File: src/hw/rtl/sufp_pkg.sv
// ----------------------------------------------------------------------------
// sufp_pkg
// Types and constants shared by the slot update frame parser modules.
// ----------------------------------------------------------------------------
package sufp_pkg;

	// Frame parser phases, one-hot.
	typedef enum logic [5:0] {
		PH_HUNT = 6'b000001,
		PH_ID   = 6'b000010,
		PH_D0   = 6'b000100,
		PH_D1   = 6'b001000,
		PH_D2   = 6'b010000,
		PH_D3   = 6'b100000
	} phase_t;

	// Header byte value that opens a frame.
	localparam logic [7:0] HEADER_BYTE = 8'h00;

	// Reset value of the slot count register.
	localparam logic [7:0] SLOT_COUNT_RESET = 8'd16;

	// One received byte with its end-of-packet mark.
	typedef struct packed {
		logic [7:0] rx_byte;
		logic       end_of_packet;
	} rx_item_t;

	// One slot write.
	typedef struct packed {
		logic [7:0]  slot_index;
		logic [31:0] slot_value;
	} slot_write_t;

endpackage

File: src/hw/rtl/sufp_in_stage.sv
// ----------------------------------------------------------------------------
// sufp_in_stage
// Input register: captures one received byte item and holds it while the
// downstream stage is blocked.
// ----------------------------------------------------------------------------
module sufp_in_stage (
	input  logic               clk,
	input  logic               arst_n,
	input  logic               in_valid,
	output logic               in_stall,
	input  sufp_pkg::rx_item_t in_item,
	input  logic               advance,
	output logic               valid_s1,
	output sufp_pkg::rx_item_t item_s1
);
	import sufp_pkg::*;

	// The register is free when empty or when its item moves on this cycle.
	assign in_stall = valid_s1 && !advance;

	// Valid bit.
	always_ff @(posedge clk or negedge arst_n) begin
		if (!arst_n) begin
			valid_s1 <= 1'b0;
		end else if (!in_stall) begin
			valid_s1 <= in_valid;
		end
	end

	// Payload.
	always_ff @(posedge clk) begin
		if (!in_stall && in_valid) begin
			item_s1 <= in_item;
		end
	end

endmodule

File: src/hw/rtl/sufp_frame_fsm.sv
// ----------------------------------------------------------------------------
// sufp_frame_fsm
// Frame hunting state machine: consumes one byte item per step and produces
// at most one slot write.
// ----------------------------------------------------------------------------
module sufp_frame_fsm #(
	parameter int PACKET_MAX = 256
) (
	input  logic                  clk,
	input  logic                  arst_n,
	input  logic                  cfg_we,
	input  logic [7:0]            cfg_wdata,
	input  logic                  step,
	input  sufp_pkg::rx_item_t    item,
	output logic                  res_valid,
	output sufp_pkg::slot_write_t res
);
	import sufp_pkg::*;

	localparam int CNT_W = $clog2(PACKET_MAX + 1);
	localparam logic [CNT_W-1:0] CNT_MAX = CNT_W'(PACKET_MAX);

	logic [7:0]       slot_count_q;
	phase_t           phase_q, phase_d;
	logic [7:0]       pending_id_q, pending_id_d;
	logic [23:0]      data_q, data_d;
	logic [CNT_W-1:0] cnt_q, cnt_d;

	// Slot count register.
	always_ff @(posedge clk or negedge arst_n) begin
		if (!arst_n) begin
			slot_count_q <= SLOT_COUNT_RESET;
		end else if (cfg_we) begin
			slot_count_q <= cfg_wdata;
		end
	end

	// Next state and result for the byte in hand.
	always_comb begin
		phase_d      = phase_q;
		pending_id_d = pending_id_q;
		data_d       = data_q;
		cnt_d        = cnt_q;
		res_valid    = 1'b0;
		res.slot_index = pending_id_q - 8'd1;
		res.slot_value = {item.rx_byte, data_q};
		if (cnt_q < CNT_MAX) begin
			cnt_d = cnt_q + CNT_W'(1);
			case (phase_q)
				PH_HUNT: begin
					if (item.rx_byte == HEADER_BYTE) begin
						phase_d = PH_ID;
					end
				end
				PH_ID: begin
					if (item.rx_byte <= slot_count_q) begin
						pending_id_d = item.rx_byte;
						data_d       = 24'd0;
						phase_d      = PH_D0;
					end else begin
						phase_d = PH_HUNT;
					end
				end
				PH_D0: begin
					data_d[7:0] = item.rx_byte;
					phase_d     = PH_D1;
				end
				PH_D1: begin
					data_d[15:8] = item.rx_byte;
					phase_d      = PH_D2;
				end
				PH_D2: begin
					data_d[23:16] = item.rx_byte;
					phase_d       = PH_D3;
				end
				PH_D3: begin
					// A frame with id zero is consumed without a write.
					res_valid    = (pending_id_q != 8'd0);
					phase_d      = PH_HUNT;
					pending_id_d = 8'd0;
					data_d       = 24'd0;
				end
				default: begin
					phase_d = PH_HUNT;
				end
			endcase
		end
		// Every end of packet drops an open frame and restarts the count.
		if (item.end_of_packet) begin
			phase_d      = PH_HUNT;
			pending_id_d = 8'd0;
			data_d       = 24'd0;
			cnt_d        = '0;
		end
	end

	// Parser state registers.
	always_ff @(posedge clk or negedge arst_n) begin
		if (!arst_n) begin
			phase_q      <= PH_HUNT;
			pending_id_q <= 8'd0;
			data_q       <= 24'd0;
			cnt_q        <= '0;
		end else if (step) begin
			phase_q      <= phase_d;
			pending_id_q <= pending_id_d;
			data_q       <= data_d;
			cnt_q        <= cnt_d;
		end
	end

endmodule

File: src/hw/rtl/sufp_out_stage.sv
// ----------------------------------------------------------------------------
// sufp_out_stage
// Result register: holds one slot write until the receiver takes it.
// ----------------------------------------------------------------------------
module sufp_out_stage (
	input  logic                  clk,
	input  logic                  arst_n,
	input  logic                  step,
	input  logic                  res_valid,
	input  sufp_pkg::slot_write_t res,
	output logic                  advance,
	output logic                  out_valid,
	input  logic                  out_stall,
	output logic [7:0]            slot_index,
	output logic [31:0]           slot_value
);
	import sufp_pkg::*;

	slot_write_t res_q;

	// The register can be reloaded when empty or drained this cycle.
	assign advance = !(out_valid && out_stall);

	// Valid bit.
	always_ff @(posedge clk or negedge arst_n) begin
		if (!arst_n) begin
			out_valid <= 1'b0;
		end else if (advance) begin
			out_valid <= step && res_valid;
		end
	end

	// Payload.
	always_ff @(posedge clk) begin
		if (advance && step && res_valid) begin
			res_q <= res;
		end
	end

	assign slot_index = res_q.slot_index;
	assign slot_value = res_q.slot_value;

endmodule

File: src/hw/rtl/slot_update_frame_parser_unit.sv
// ----------------------------------------------------------------------------
// slot_update_frame_parser_unit
// Top level of the slot update frame parser.
// ----------------------------------------------------------------------------
// The unit takes one packet byte per cycle while not stalled and issues slot
// writes for each complete six-byte frame (zero header, slot id, four data
// bytes least significant first) whose id lies in 1..slot_count. A byte is
// registered on entry, runs through the frame state machine while it is held
// in the input register, and its slot write, if any, is registered in the
// result register; the unit takes a new byte while the previous byte's write
// is still in the result register. Input stalls only when the result register
// is full and stalled. Write slot_count only while the unit is idle; only the
// first PACKET_MAX bytes of each packet are parsed.
// ----------------------------------------------------------------------------
module slot_update_frame_parser_unit #(
	parameter int PACKET_MAX = 256
) (
	input  logic        clk,
	input  logic        arst_n,
	input  logic        cfg_we,
	input  logic [7:0]  cfg_wdata,
	input  logic        in_valid,
	output logic        in_stall,
	input  logic [7:0]  rx_byte,
	input  logic        end_of_packet,
	output logic        out_valid,
	input  logic        out_stall,
	output logic [7:0]  slot_index,
	output logic [31:0] slot_value
);
	import sufp_pkg::*;

	rx_item_t    in_item;
	rx_item_t    item_s1;
	logic        valid_s1;
	logic        advance;
	logic        step;
	logic        res_valid;
	slot_write_t res;

	assign in_item.rx_byte       = rx_byte;
	assign in_item.end_of_packet = end_of_packet;

	// The registered byte is parsed when the result side can take its outcome.
	assign step = valid_s1 && advance;

	sufp_in_stage u_in_stage (
		.clk      (clk),
		.arst_n   (arst_n),
		.in_valid (in_valid),
		.in_stall (in_stall),
		.in_item  (in_item),
		.advance  (advance),
		.valid_s1 (valid_s1),
		.item_s1  (item_s1)
	);

	sufp_frame_fsm #(
		.PACKET_MAX (PACKET_MAX)
	) u_frame_fsm (
		.clk       (clk),
		.arst_n    (arst_n),
		.cfg_we    (cfg_we),
		.cfg_wdata (cfg_wdata),
		.step      (step),
		.item      (item_s1),
		.res_valid (res_valid),
		.res       (res)
	);

	sufp_out_stage u_out_stage (
		.clk        (clk),
		.arst_n     (arst_n),
		.step       (step),
		.res_valid  (res_valid),
		.res        (res),
		.advance    (advance),
		.out_valid  (out_valid),
		.out_stall  (out_stall),
		.slot_index (slot_index),
		.slot_value (slot_value)
	);

endmodule
File: config.mk
export PLATFORM = sky130hd
export DESIGN_NAME = slot_update_frame_parser_unit
export DESIGN_NICKNAME = d
export VERILOG_FILES = /design/src/hw/rtl/sufp_pkg.sv /design/src/hw/rtl/sufp_in_stage.sv /design/src/hw/rtl/sufp_frame_fsm.sv /design/src/hw/rtl/sufp_out_stage.sv /design/src/hw/rtl/slot_update_frame_parser_unit.sv
export SDC_FILE = /design/constraint.sdc
export NUM_CORES = 1
export LEC_CHECK = 0
export BUFFER_PORTS_ARGS = -buffer_cell sky130_fd_sc_hd__buf_4
export CORE_MARGIN = 2
export CORE_UTILIZATION = 25
export DETAILED_ROUTE_END_ITERATION = 8
export GPL_ROUTABILITY_DRIVEN = 0
export PLACE_DENSITY = 0.48
export SLEW_MARGIN = 20
export SYNTH_ARGS = -nofsm -noshare
export SYNTH_HDL_FRONTEND = slang
export SYNTH_HIERARCHICAL = 1
export SYNTH_SLANG_ARGS = --single-unit
File: constraint.sdc
create_clock -name clk -period 5.1 [get_ports clk]
set_input_delay 0.255 -clock clk [delete_from_list [all_inputs] [get_ports clk]]
set_output_delay 0.255 -clock clk [all_outputs]
set_load 0.02 [all_outputs]
==> impl_table.tex <==
\begin{tabular}{lr}
\hline
Metric & Value \\
\hline
\multicolumn{2}{l}{\textbf{Yosys}} \\
\quad Primary flip-flop cell chosen by synthesis mapping & sky130\_fd\_sc\_hd\_\_dfrtp\_1 \\
\quad Number of nets in the synthesized netlist & 401 \\
\quad Register bit total from synthesis & around 110 \\
\quad Synthesized instance count & between 300 and 400 \\
\quad Sequential element share of the synthesized area & 0.629 \\
\quad Ys async rst share & 0.538 \\
\quad Netlist cell types & 52 \\
\quad Synth Area per Inst & $\sim$13 um\^{}2 \\
\quad Total standard cell area after synthesis & $\sim$0.0046 mm\^{}2 \\
\quad Synth area leader & sky130\_fd\_sc\_hd\_\_edfxtp\_1 \\
\quad Number of enable-type register cells in the synthesized netlist & 49 \\
\quad Top cells by area, synth & sky130\_fd\_sc\_hd\_\_edfxtp\_1, sky130\_fd\_sc\_hd\_\_dfrtp\_1, sky130\_fd\_sc\_hd\_\_nand2\_1, sky130\_fd\_sc\_hd\_\_o21ai\_0, sky130\_fd\_sc\_hd\_\_ha\_1 \\
\quad Warnings from Yosys & 6 \\
\quad Fraction of synthesized cell area taken by the top area cell type & 0.319 \\
\multicolumn{2}{l}{\textbf{STA}} \\
\quad Unrepaired setup endpoints after global routing & false \\
\quad Final hold vios & 0 \\
\quad Post-route minimum period & about 2.5 ns \\
\quad Total Neg Setup Slack & 0 ns \\
\quad Maximum clock rate & approximately 0.40 GHz \\
\quad Endpoints failing setup & 0 \\
\quad Transition time at the pin with the least slew margin & between 1 and 1.5 ns \\
\quad Slew Viols, Final & 0 \\
\quad Post-route clock skew & approximately 0.0079 ns \\
\quad Relative slew slack & 0.330 \\
\quad Final worst-path cycle share & 0.486 \\
\multicolumn{2}{l}{\textbf{Global route}} \\
\quad First-pass GRT wire length & between 15000 and 20000 um \\
\quad Grt met3 use & 0.0217 \\
\quad GRT Max-Usage Layer & met2 \\
\quad Number of global-route vias before repair & roughly 3000 \\
\quad Global-route track usage on met1 & 0.144 \\
\quad Antenna violations before repair & 0 \\
\quad All-layer global routing usage & 0.109 \\
\quad GRT Residual Overflow & 0 \\
\quad Pin count of the biggest net entering global routing & 58 \\
\quad Global-route track usage on met2 & 0.172 \\
\multicolumn{2}{l}{\textbf{Floorplan}} \\
\quad Total Die Area & just under 0.02 mm\^{}2 \\
\quad Initial core utilization & 0.256 \\
\quad Die extent in y & 140 um \\
\quad X dimension of the die & approximately 140 um \\
\quad Number of placement rows & between 40 and 50 \\
\quad Boundary pin count & 64 \\
\quad Core area & around 0.018 mm\^{}2 \\
\multicolumn{2}{l}{\textbf{Route}} \\
\quad Drt first-iter violations & 170 \\
\quad Post-detailed-route DRC marker count & 0 \\
\quad First-pass detailed-route iteration total & 5 \\
\quad Vias post-DR & between 3000 and 4000 \\
\quad Routed wire length per instance & 15.6 um \\
\quad Detail-routed via count per cell & roughly 4.6 \\
\quad Final routed wirelength across all metal layers & between 10000 and 15000 um \\
\quad Count of nets left with antenna violations after detail routing & 0 \\
\multicolumn{2}{l}{\textbf{Clock network}} \\
\quad Post-CTS Resized & 0 \\
\quad Number of setup buffers added after CTS & 0 \\
\quad Total clock sinks & about 110 \\
\quad Clock tree from TritonCTS & yes \\
\quad CTS root buffer & sky130\_fd\_sc\_hd\_\_clkbuf\_16 \\
\quad Worst skew pair latency & around 0.36 ns \\
\quad \# hold bufs at CTS & 1 \\
\quad Clock-pin slew reported for the worst setup and hold paths after clock tree synthesis & approximately 0.070 ns \\
\quad Number of buffers created by CTS & 9 \\
\quad H-Tree Level Count & 3 \\
\quad Worst-case clock buffer depth & 2 \\
\multicolumn{2}{l}{\textbf{Worst setup path}} \\
\quad Endpoint class of the critical path & register \\
\quad Type of the setup path with the least slack & reg -> reg \\
\quad Element type at the critical path start & register \\
\quad Launch point of the worst reg-to-reg path & u\_frame\_fsm/phase\_q[3]\$\_DFFE\_PN0P\_ \\
\quad CP Max Fanout & 40 \\
\quad Worst R2R Setup Slack & 2.62 ns \\
\quad Reg2Reg Depth & 5 \\
\quad R2R Path End & u\_out\_stage/slot\_value[18]\$\_DFFE\_PP\_ \\
\quad Arrival time at the worst endpoint & roughly 2.5 ns \\
\quad Required @ worst endpoint & 5.09 ns \\
\multicolumn{2}{l}{\textbf{Placed design}} \\
\quad Detail Placement HPWL & between 7000 and 8000 um \\
\quad Number of placed instances with taps included & between 600 and 700 \\
\quad Port buffer count & 63 \\
\multicolumn{2}{l}{\textbf{Finish}} \\
\quad Highest-count cells in the layout ignoring fill and taps & sky130\_fd\_sc\_hd\_\_buf\_4, sky130\_fd\_sc\_hd\_\_dfrtp\_1, sky130\_fd\_sc\_hd\_\_edfxtp\_1, sky130\_fd\_sc\_hd\_\_nand2\_1, sky130\_fd\_sc\_hd\_\_o21ai\_0 \\
\quad Antenna Diode Count & 0 \\
\quad Leading cell type in the layout, fill and taps excluded & sky130\_fd\_sc\_hd\_\_buf\_4 \\
\quad Count of placed standard cells in the final layout, fillers left out & about 660 \\
\quad Area Growth Syn to Fin & 21.4\% \\
\quad Nets & about 460 \\
\quad Fraction of final layout cells sized beyond drive strength 1 & 0.234 \\
\multicolumn{2}{l}{\textbf{Power and ir drop}} \\
\quad Power density over the cells & $\sim$360 mW/mm\^{}2 \\
\quad Leakage dissipation & 2.28 nW \\
\quad Max VDD drop & 168 uV \\
\multicolumn{2}{l}{\textbf{Job}} \\
\quad Max-cap check violation count & 0 \\
\multicolumn{2}{l}{\textbf{Min path}} \\
\quad Startpoint of the tightest hold check path & rx\_byte[6] \\
\quad Endpoint of the worst hold path & u\_in\_stage/item\_s1[7]\$\_DFFE\_PP\_ \\
\quad Number of cells on the worst hold path & 1 \\
\quad Hold crit path type & in -> reg \\
\multicolumn{2}{l}{\textbf{Run status}} \\
\quad Result of the run & complete, no violations \\
\hline
\end{tabular}
[final cells by class]
type,count,area (um^2)
inverters,20,75.1
repair buffers,65,490
well taps,229,287
flip-flops and latches,106,2900
clock buffers,10,229
fillers,1846,12400
clock inverters,6,113
multi-input cells,220,1510
[logic make-up (layout without fill, tap and decap cells)]
group,after synthesis,count (layout),synth area share
AO/OA/AOI/OAI,94,94,0.145
adder cells (fa/ha/maj),11,11,0.0299
buffers and inverters,42,101,0.0478
multiplexers,3,3,0.00678
flip-flops,106,106,0.629
XOR/XNOR,12,12,0.0228
AND/OR/NAND/NOR,100,100,0.118
[through the flow]
step	worst slack (ns)	hold slack (ns)	total power, mW	util	instance area, um^2
after CTS	2.59	0.0611	2.06	0.311	5600
after detailed placement	2.62	0.381	1.26	0.291	5250
after floorplan	1.30	-0.0406	1.19	-	4610
after global placement	2.64	0.380	1.25	0.291	5250
after global routing	2.43	0.0602	2.13	0.311	5600
final	2.62	0.0767	2.03	0.311	5600
[flip-flops by register name, indices dropped and copies added (netlist names)]
signal,cells
u_frame_fsm/cnt_q,9
u_frame_fsm/slot_count_q,8
u_out_stage/out_valid,1
u_out_stage/slot_value,32
u_frame_fsm/pending_id_q,8
u_out_stage/slot_index,8
u_frame_fsm/phase_q,6
u_frame_fsm/data_q,24
u_in_stage/valid_s1,1
u_in_stage/item_s1,9
[layer usage]
| layer | up-vias | part of all wire |
|---|---|---|
| li1 | 1447 | - |
| met1 | 1480 | 0.45 |
| met2 | 75 | 0.48 |
| met3 | 13 | 0.042 |
| met4 | 0 | 0.023 |
| met5 | - | 0 |
[power breakdown]
group / total [mW] / internal, mW / leakage, nW / switching, mW
Sequential: 1.04 / 0.966 / 1.22 / 0.0719
Combinational: 0.202 / 0.0902 / 0.885 / 0.112
Clock: 0.790 / 0.482 / 0.167 / 0.308
[worst max-delay path by stage]
stage                                       startpoint                              endpoint  slack (ns)  cells after the start
floorplan           u_frame_fsm/phase_q[2]$_DFFE_PN0P_   u_out_stage/slot_index[0]$_DFFE_PP_        1.30                      5
global placement    u_frame_fsm/phase_q[3]$_DFFE_PN0P_  u_out_stage/slot_value[18]$_DFFE_PP_        2.64                      5
detailed placement  u_frame_fsm/phase_q[3]$_DFFE_PN0P_  u_out_stage/slot_value[22]$_DFFE_PP_        2.62                      5
CTS                 u_frame_fsm/phase_q[3]$_DFFE_PN0P_  u_out_stage/slot_value[22]$_DFFE_PP_        2.59                      5
global route        u_frame_fsm/phase_q[3]$_DFFE_PN0P_  u_out_stage/slot_value[18]$_DFFE_PP_        2.43                      5
finish              u_frame_fsm/phase_q[3]$_DFFE_PN0P_  u_out_stage/slot_value[18]$_DFFE_PP_        2.62                      5
[cells in the mapped netlist, types with 2 or more instances]
master / instances
sky130_fd_sc_hd__dfrtp_1: 55
sky130_fd_sc_hd__edfxtp_1: 49
sky130_fd_sc_hd__nand2_1: 39
sky130_fd_sc_hd__o21ai_0: 29
sky130_fd_sc_hd__inv_1: 19
sky130_fd_sc_hd__a22oi_1: 17
sky130_fd_sc_hd__nor2_1: 16
sky130_fd_sc_hd__a21oi_1: 14
sky130_fd_sc_hd__ha_1: 11
sky130_fd_sc_hd__a22o_1: 9
sky130_fd_sc_hd__buf_4: 9
sky130_fd_sc_hd__a32o_1: 8
sky130_fd_sc_hd__nor3_1: 8
sky130_fd_sc_hd__xor2_1: 7
sky130_fd_sc_hd__buf_2: 5
sky130_fd_sc_hd__clkbuf_1: 5
sky130_fd_sc_hd__nand3_1: 5
sky130_fd_sc_hd__xnor2_1: 5
sky130_fd_sc_hd__nand2b_1: 4
sky130_fd_sc_hd__nor4_1: 4
sky130_fd_sc_hd__buf_6: 3
sky130_fd_sc_hd__nand4_1: 3
sky130_fd_sc_hd__o211ai_1: 3
sky130_fd_sc_hd__o22ai_1: 3
sky130_fd_sc_hd__o31ai_1: 3
sky130_fd_sc_hd__a21oi_4: 2
sky130_fd_sc_hd__and2_1: 2
sky130_fd_sc_hd__and4bb_4: 2
sky130_fd_sc_hd__dfstp_2: 2
sky130_fd_sc_hd__mux2i_1: 2
sky130_fd_sc_hd__nand3b_1: 2
sky130_fd_sc_hd__nor2b_1: 2
sky130_fd_sc_hd__nor4b_1: 2
[critical path: stages, from the launching register on]
cell	delay [ns]
sky130_fd_sc_hd__dfrtp_1	0.51
sky130_fd_sc_hd__or4_4	0.55
sky130_fd_sc_hd__nor4_1	0.28
sky130_fd_sc_hd__nand2_1	0.15
sky130_fd_sc_hd__a21oi_4	0.14
sky130_fd_sc_hd__buf_4	0.45
Note: power is estimated with default switching activity, not from simulation.
